**src/rtl/bsfc_pkg.sv**
```systemverilog
// Shared types, constants and helper functions for the bitmap set/find/count engine.
`timescale 1ns / 1ps
package bsfc_pkg;

  localparam int unsigned MaxItems  = 4096;
  localparam int unsigned WordBits  = 32;
  localparam int unsigned IdxW      = 12;
  localparam int unsigned CntW      = 13;

  typedef enum logic [2:0] {
    KIND_SET       = 3'd0,
    KIND_CLEAR     = 3'd1,
    KIND_FIND      = 3'd2,
    KIND_COUNT     = 3'd3,
    KIND_ANY       = 3'd4,
    KIND_CLR_RANGE = 3'd5,
    KIND_CLR_ALL   = 3'd6,
    KIND_SET_ALL   = 3'd7
  } kind_t;

  typedef struct packed {
    logic [2:0]      kind;
    logic [IdxW-1:0] first_index;
    logic [IdxW-1:0] last_index;
  } req_t;

  typedef struct packed {
    logic            changed;
    logic            found_valid;
    logic [IdxW-1:0] found_index;
    logic [CntW-1:0] range_count;
    logic            any_set;
    logic            index_error;
    logic [CntW-1:0] total_set;
  } rsp_t;

  // Population count of one word.
  function automatic logic [5:0] pop32(input logic [WordBits-1:0] x);
    logic [5:0] c;
    c = '0;
    for (int i = 0; i < WordBits; i++) c = c + {5'd0, x[i]};
    return c;
  endfunction

  // Position of the first set bit counting from the MSB.
  function automatic logic [4:0] lead_zeros(input logic [WordBits-1:0] x);
    logic [4:0] c;
    c = '0;
    for (int i = 0; i < WordBits; i++) begin
      if (x[i]) c = 5'(WordBits - 1 - i);
    end
    return c;
  endfunction

endpackage

```
**src/rtl/bsfc_ram.sv**
```systemverilog
// Generic RAM with one write port, one read port and registered read.
`timescale 1ns / 1ps
module bsfc_ram #(
  parameter int unsigned WIDTH = 32,
  parameter int unsigned DEPTH = 128
) (
  input  logic                     clk,
  input  logic                     we,
  input  logic [$clog2(DEPTH)-1:0] waddr,
  input  logic [WIDTH-1:0]         wdata,
  input  logic [$clog2(DEPTH)-1:0] raddr,
  output logic [WIDTH-1:0]         rdata
);
  logic [WIDTH-1:0] mem [DEPTH];

  always_ff @(posedge clk) begin
    if (we) mem[waddr] <= wdata;
    rdata <= mem[raddr];
  end
endmodule

```
**src/rtl/bitmap_set_find_count_engine.sv**
```systemverilog
// Top level of the bitmap set/find/count engine.
`timescale 1ns / 1ps
// One command per start pulse while busy is low; exactly one result comes back on
// out_valid for one cycle and cannot be stalled. Bits live in a RAM of MaxItems/32
// words, walked by a shared mask/popcount unit that takes each word through address,
// read wait, and evaluate and write back. Busy stays high from start to the result,
// and the result appears in the cycle busy drops: set and clear visit one word;
// find/count/any/clear-range walk the words of their range, find stopping at its
// first hit; set-all and clear-all sweep every word. A rejected command visits none.
// After reset a clearing pass zeroes every RAM word with busy high.
module bitmap_set_find_count_engine
  import bsfc_pkg::*;
(
  input  logic            clk,
  input  logic            rst_n,
  input  logic            start,
  output logic            busy,
  input  req_t            in_req,
  output logic            out_valid,
  output rsp_t            out_rsp,
  input  logic            cfg_valid,
  output logic            cfg_ready,
  input  logic [CntW-1:0] cfg_item_count
);
  localparam int unsigned Words = (MaxItems + WordBits - 1) / WordBits;
  localparam int unsigned AW    = (Words > 1) ? $clog2(Words) : 1;
  localparam int unsigned NW    = $clog2(MaxItems + 1);
  localparam int unsigned WW    = AW + 1;

  typedef enum logic [2:0] {
    ST_INIT, ST_IDLE, ST_READ, ST_WAIT, ST_EVAL, ST_DONE
  } state_t;

  state_t          state_r;
  logic [CntW-1:0] item_count_r;
  logic [NW-1:0]   n_r;
  logic [2:0]      kind_r;
  logic [NW-1:0]   lo_r, hi_r;
  logic [WW-1:0]   w_r, w_end_r;
  logic [NW-1:0]   pop_r;
  logic [CntW-1:0] rcount_r;
  logic            fvalid_r, any_r, changed_r;
  logic [NW-1:0]   findex_r;
  rsp_t            rsp_r;
  logic            out_valid_r;

  logic            ram_we;
  logic [AW-1:0]   ram_waddr, ram_raddr;
  logic [WordBits-1:0] ram_wdata, ram_rdata;

  bsfc_ram #(.WIDTH(WordBits), .DEPTH(Words)) u_ram (
    .clk(clk), .we(ram_we), .waddr(ram_waddr), .wdata(ram_wdata),
    .raddr(ram_raddr), .rdata(ram_rdata)
  );

  // effective item count
  logic [NW-1:0] n_eff;
  always_comb begin
    if ({19'd0, item_count_r} > 32'(MaxItems)) n_eff = NW'(MaxItems);
    else n_eff = NW'(item_count_r);
  end

  // shared word unit: mask of [lo_r,hi_r] in word w_r
  logic [WW-1:0]       lo_w, hi_w;
  logic [4:0]          s_bit, e_bit;
  logic [WordBits-1:0] span, hit, wmask;
  logic [5:0]          hit_pop, set_fill;
  logic [NW+5:0]       wbase;
  always_comb begin
    lo_w  = WW'(lo_r >> 5);
    hi_w  = WW'(hi_r >> 5);
    s_bit = (w_r == lo_w) ? lo_r[4:0] : 5'd0;
    e_bit = (w_r == hi_w) ? hi_r[4:0] : 5'd31;
    span  = (32'hFFFF_FFFF >> s_bit) & (32'hFFFF_FFFF << (5'd31 - e_bit));
    hit   = ram_rdata & span;
    hit_pop = pop32(hit);
    wbase = (NW+6)'(w_r) << 5;
    // set-all word fill
    if (wbase + 32 <= (NW+6)'(n_r)) set_fill = 6'd32;
    else if (wbase < (NW+6)'(n_r)) set_fill = 6'((NW+6)'(n_r) - wbase);
    else set_fill = 6'd0;
    wmask = (set_fill == 6'd0) ? '0 : (32'hFFFF_FFFF << (6'd32 - set_fill));
  end

  logic [IdxW-1:0] f_i, l_i;
  logic [NW-1:0]   f_n, l_n, l_clamp;
  assign f_i = in_req.first_index;
  assign l_i = in_req.last_index;
  assign f_n = NW'(f_i);
  assign l_n = NW'(l_i);
  assign l_clamp = ({20'd0, l_i} + 32'd1 > 32'(n_eff)) ? n_eff - NW'(1) : l_n;

  // error flag of the incoming command
  logic idx_err;
  always_comb begin
    unique case (kind_t'(in_req.kind))
      KIND_SET, KIND_CLEAR, KIND_FIND:
        idx_err = f_n >= n_eff;
      KIND_COUNT:
        idx_err = (n_eff == '0) || (l_clamp < f_n);
      KIND_ANY, KIND_CLR_RANGE:
        idx_err = f_n >= n_eff || l_n >= n_eff || f_i > l_i;
      default: idx_err = 1'b0;
    endcase
  end

  always_comb begin
    ram_we    = 1'b0;
    ram_waddr = AW'(w_r);
    ram_wdata = '0;
    ram_raddr = AW'(w_r);
    if (state_r == ST_INIT) begin
      ram_we = 1'b1;
    end else if (state_r == ST_EVAL) begin
      unique case (kind_t'(kind_r))
        KIND_SET:       begin ram_we = hit == 0; ram_wdata = ram_rdata | span; end
        KIND_CLEAR:     begin ram_we = hit != 0; ram_wdata = ram_rdata & ~span; end
        KIND_CLR_RANGE: begin ram_we = 1'b1; ram_wdata = ram_rdata & ~hit; end
        KIND_CLR_ALL:   begin ram_we = 1'b1; ram_wdata = '0; end
        KIND_SET_ALL:   begin ram_we = 1'b1; ram_wdata = wmask; end
        default:        ram_we = 1'b0;
      endcase
    end
  end

  assign busy      = (state_r != ST_IDLE);
  assign cfg_ready = 1'b1;
  assign out_valid = out_valid_r;
  assign out_rsp   = rsp_r;

  always_ff @(posedge clk) begin
    if (!rst_n) begin
      state_r      <= ST_INIT;
      item_count_r <= CntW'(4096);
      pop_r        <= '0;
      w_r          <= '0;
      out_valid_r  <= 1'b0;
    end else begin
      out_valid_r <= (state_r == ST_DONE);
      if (cfg_valid) item_count_r <= cfg_item_count;
      unique case (state_r)
        ST_INIT: begin
          if (w_r == WW'(Words - 1)) begin
            state_r <= ST_IDLE;
          end
          w_r <= w_r + WW'(1);
        end
        ST_IDLE: begin
          if (start) begin
            kind_r    <= in_req.kind;
            n_r       <= n_eff;
            rcount_r  <= '0;
            fvalid_r  <= 1'b0;
            findex_r  <= '0;
            any_r     <= 1'b0;
            changed_r <= 1'b0;
            rsp_r.index_error <= idx_err;
            unique case (kind_t'(in_req.kind))
              KIND_SET, KIND_CLEAR: begin
                lo_r    <= f_n;
                hi_r    <= f_n;
                w_r     <= WW'(f_i >> 5);
                w_end_r <= WW'(f_i >> 5);
                state_r <= (f_n >= n_eff) ? ST_DONE : ST_READ;
              end
              KIND_FIND: begin
                lo_r    <= f_n;
                hi_r    <= n_eff - NW'(1);
                w_r     <= WW'(f_i >> 5);
                w_end_r <= WW'((n_eff - NW'(1)) >> 5);
                state_r <= (f_n >= n_eff) ? ST_DONE : ST_READ;
              end
              KIND_COUNT: begin
                lo_r    <= f_n;
                hi_r    <= l_clamp;
                w_r     <= WW'(f_i >> 5);
                w_end_r <= WW'(l_clamp >> 5);
                state_r <= (n_eff == '0 || l_clamp < f_n) ? ST_DONE : ST_READ;
              end
              KIND_ANY, KIND_CLR_RANGE: begin
                lo_r    <= f_n;
                hi_r    <= l_n;
                w_r     <= WW'(f_i >> 5);
                w_end_r <= WW'(l_i >> 5);
                state_r <= (f_n >= n_eff || l_n >= n_eff || f_i > l_i) ?
                           ST_DONE : ST_READ;
              end
              default: begin
                // whole-array sweep
                lo_r    <= '0;
                hi_r    <= NW'(MaxItems - 1);
                w_r     <= '0;
                w_end_r <= WW'(Words - 1);
                state_r <= ST_READ;
              end
            endcase
          end
        end
        ST_READ: state_r <= ST_WAIT;
        ST_WAIT: state_r <= ST_EVAL;
        ST_EVAL: begin
          unique case (kind_t'(kind_r))
            KIND_SET:   if (hit == 0) begin pop_r <= pop_r + NW'(1); changed_r <= 1'b1; end
            KIND_CLEAR: if (hit != 0) begin pop_r <= pop_r - NW'(1); changed_r <= 1'b1; end
            KIND_FIND: if (hit != 0 && !fvalid_r) begin
              fvalid_r <= 1'b1;
              findex_r <= NW'(wbase) + NW'(lead_zeros(hit));
            end
            KIND_COUNT: rcount_r <= rcount_r + CntW'(hit_pop);
            KIND_ANY:   if (hit != 0) any_r <= 1'b1;
            KIND_CLR_RANGE: pop_r <= pop_r - NW'(hit_pop);
            KIND_CLR_ALL:   pop_r <= '0;
            KIND_SET_ALL:   pop_r <= n_r;
            default: ;
          endcase
          if (w_r == w_end_r || (kind_r == KIND_FIND && hit != 0)) begin
            state_r <= ST_DONE;
          end else begin
            w_r     <= w_r + WW'(1);
            state_r <= ST_READ;
          end
        end
        ST_DONE: begin
          rsp_r.changed     <= changed_r;
          rsp_r.found_valid <= fvalid_r;
          rsp_r.found_index <= IdxW'(findex_r);
          rsp_r.range_count <= rcount_r;
          rsp_r.any_set     <= any_r;
          rsp_r.total_set   <= CntW'(pop_r);
          state_r           <= ST_IDLE;
        end
        default: state_r <= ST_IDLE;
      endcase
    end
  end
endmodule

```
**config.mk**
```make
export PLATFORM = sky130hd
export DESIGN_NAME = bitmap_set_find_count_engine
export DESIGN_NICKNAME = d
export VERILOG_FILES = /design/src/rtl/bsfc_pkg.sv /design/src/rtl/bsfc_ram.sv /design/src/rtl/bitmap_set_find_count_engine.sv
export SDC_FILE = /design/constraint.sdc
export NUM_CORES = 2
export LEC_CHECK = 0
export BUFFER_PORTS_ARGS = -buffer_cell sky130_fd_sc_hd__buf_2
export CAP_MARGIN = 5
export CORE_MARGIN = 10
export CORE_UTILIZATION = 60
export CTS_CLUSTER_SIZE = 40
export DETAILED_ROUTE_END_ITERATION = 6
export PLACE_DENSITY = 0.79
export SLEW_MARGIN = 10
export SYNTH_ARGS = -nofsm -noshare
export SYNTH_HDL_FRONTEND = slang
export SYNTH_HIERARCHICAL = 1
export SYNTH_SLANG_ARGS = --single-unit
```
**constraint.sdc**
```tcl
create_clock -name clk -period 14.9 [get_ports clk]
set_clock_uncertainty 0.15 [all_clocks]
set_input_delay 4.47 -clock clk [delete_from_list [all_inputs] [get_ports clk]]
set_output_delay 4.47 -clock clk [all_outputs]
set_load 0.01 [all_outputs]
```
==> out/results.txt <==
CTS tree -> built
ys flop type -> edfxtp_1
Layout Cells excl Fill -> 11,900
Reg2Reg Depth -> 28
IO Count -> 89
clock-pin transition on the worst setup and hold timing paths -> 70 ps
Syn Nets -> 7,634
initial core utilization -> 60.4%
initial antenna violation count -> 64
worst r2r src -> w_r[6]$_SDFFE_PN0P_
CP peak stage delay -> 1000 ps
die height -> 551 microns
routed length per placed instance -> 42.9 microns
Residual DRC -> 1
RSZ-0062 raised after global routing -> no
failing checks -> design-rule violations
hpwl dp -> 251 mm
layout net count -> 8,006
DP Worst Slack -> 5180 ps
worst hold path class -> reg2reg
antenna-violating nets left -> 0
max-cap violation count -> 0
routed vias/inst -> 7.48
WP data arrival -> 10,150 ps
Final period util -> 63.9%
Max Clk Rate -> 105 MHz
Area Growth Syn to Fin -> 11.5%
total clock sinks -> 4,277
Worst-Skew Late Latency -> 970 ps
fraction of layout cells with a size suffix above 1 -> 30.6%
Remaining Overflow, GRT -> 0
Final Util -> 67.4%
maximum vdd drop -> 0.547 mV
leakage power -> 48.6 nW
CP Launch Type -> flip-flop
status -> complete, but fails checks
DR pass1 iterations -> 7
WL final -> 509 mm
Yosys warning total -> 6
final hold vios -> 0
Worst Path Max Fanout -> 44
Tmin final -> 9510 ps
Die Footprint -> 304,000 sq um
ys async rst share -> 0%
reg-to-reg critical path endpoint -> pop_r[11]$_SDFFE_PN0P_
post-CTS sizing -> 0
Starting DRT DRC Count -> 16,800
vias in the first global route -> 88,900
htree depth -> 5
clk buf depth -> 4
crit path from -> w_r[6]$_SDFFE_PN0P_
IO Port Bufs -> 87
crit path to -> pop_r[11]$_SDFFE_PN0P_
final setup fails -> 0
setup_tns -> 0 ps
Die X-Extent -> 551 microns
first-pass GRT wire length -> 712 mm
root buf cell -> clkbuf_16
vias post-DR -> 88,900
Post-synth EDFFs -> 4,207
CTS buffer count -> 403
Core Area -> 280,000 sq um
Slowest-stage cell, CP -> dfxtp_4
Mapped Avg Cell Area -> 22.7 sq um
largest net degree at the start of global routing -> 151
placed cell count -> 11,100
Worst EP required -> 15,530 ps
final max-slew violation count -> 0
FF+latch count, synth -> 4,277
hold_buf cts -> 0
total track usage -> 33.5%
Worst-Margin Slew -> 1330 ps
Netlist cell types -> 86
most frequent CP cell -> fa_1
row cnt -> 194
PD cells -> 140 nW/um^2
register-to-register setup slack -> 5390 ps
Syn Inst Count -> 7,454
setup bufs post-CTS -> 0
Seq/Total Area, Yosys -> 75.5%
Cell Area, Synth -> 169,000 sq um
post-route setup slack -> 5390 ps
gpl congestion -> 0.890
Setup CP Type -> reg2reg
Rel. slew slack -> 10.7%
Crit. End Element -> flip-flop
state kept, by name, summed over array words and instances, names as in the netlist:
register / cells
kind_r: 3
rcount_r: 13
out_rsp: 42
out_valid: 1
n_r: 13
u_ram/mem: 4096
findex_r: 12
any_r: 1
state_r: 3
hi_r: 13
fvalid_r: 1
lo_r: 12
item_count_r: 13
u_ram/rdata: 32
pop_r: 13
w_r: 8
changed_r: 1
worst min path at each step:
stage	to	slack, ps	start	cells past startpoint
2_1_floorplan	out_rsp[14]$_DFFE_PP_	250	any_r$_DFFE_PP_	0
3_3_place_gp	out_rsp[35]$_DFFE_PP_	260	findex_r[7]$_SDFFCE_PN0P_	0
3_5_place_dp	out_rsp[37]$_DFFE_PP_	260	findex_r[9]$_SDFFCE_PN0P_	0
4_1_cts	out_rsp[35]$_DFFE_PP_	270	findex_r[7]$_SDFFCE_PN0P_	0
5_1_grt	out_rsp[35]$_DFFE_PP_	290	findex_r[7]$_SDFFCE_PN0P_	0
6_report	out_rsp[35]$_DFFE_PP_	270	findex_r[7]$_SDFFCE_PN0P_	0
per-layer routing:
layer	GRT usage, %	wire length [microns]	up-vias
met1	44.1	160000	45700
met5	0	256	-
li1	-	-	32500
met3	10.0	77900	1757
met2	51.2	237000	8898
met4	17.7	34100	34
power by group:
part | leakage, nW | internal (W) | switching (W)
Sequential | 31.1 | 0.0131 | 0.0000665
Combinational | 11.4 | 0.00134 | 0.00171
Clock | 6.11 | 0.00554 | 0.00465
through the flow:
step / hold slack [ps] / instance area (sq um) / power, W
finish: 272 / 189000 / 0.0264
global placement: 256 / 176000 / 0.0163
detailed placement: 256 / 176000 / 0.0164
floorplan: 250 / 169000 / 0.0157
global route: 292 / 189000 / 0.0271
CTS: 274 / 189000 / 0.0264
area by class of cell:
| type | instances | area [sq um] |
|---|---|---|
| tap | 3724 | 4660 |
| inverter | 114 | 428 |
| multi-input combinational | 2678 | 40800 |
| antenna | 15 | 37.5 |
| fill | 15600 | 91400 |
| clock inverter | 228 | 2010 |
| timing repair buffer | 352 | 2530 |
| clock buffer | 492 | 10500 |
| sequential | 4277 | 128000 |
cell usage after synthesis (44+ instances only):
| cell | number | area (sq um) |
|---|---|---|
| a21oi_1 | 118 | 591 |
| buf_1 | 56 | 210 |
| buf_2 | 95 | 475 |
| clkbuf_1 | 223 | 837 |
| dfxtp_1 | 70 | 1400 |
| edfxtp_1 | 4207 | 126000 |
| ha_1 | 110 | 1380 |
| inv_1 | 111 | 417 |
| mux4_2 | 1344 | 30300 |
| nand2_1 | 124 | 465 |
| nand3_1 | 56 | 280 |
| nor2_1 | 247 | 927 |
| nor3_1 | 44 | 220 |
| o21ai_0 | 61 | 305 |
cell families after synthesis:
logic type / count (synthesis) / synth area share, %
compound gates: 390 / 1.54
xor+xnor: 60 / 0.315
fa+ha+maj: 136 / 1.12
buf+inv: 499 / 1.22
flops: 4277 / 75.5
mux: 1425 / 18.4
other cells: 1 / 0.00222
simple gates: 666 / 1.93
cells in the final DEF, fill, tap and decap left out, types with 26 or more instances in the layout:
cell type and instances:
a21o_1 33, a21oi_1 108, and3_1 27, buf_2 87, buf_4 257, bufinv_16 30, clkbuf_1 85, clkbuf_16 407
clkinv_1 86, clkinv_2 77, dfxtp_1 63, edfxtp_1 4207, fa_1 26, ha_1 110, inv_1 111, mux2_2 40
mux2i_1 41, mux4_2 1344, nand2_1 120, nand3_1 52, nand4_1 36, nor2_1 119, nor2_4 127, nor2b_1 31
nor3_1 41, o21ai_0 56, xnor2_1 41
worst max-delay path: cells and delay by family, from the launching register on:
family                     cells  cell delay, ps
AOI/OAI and AO/OA              8            1750
xor gates and xnor gates       1             230
adders and majority gates      9            4030
buffers and inverters          3             270
DFF                            1            1000
muxes                          1             100
and+or+nand+nor                6            1790
Power figures use the tool's default switching activity.
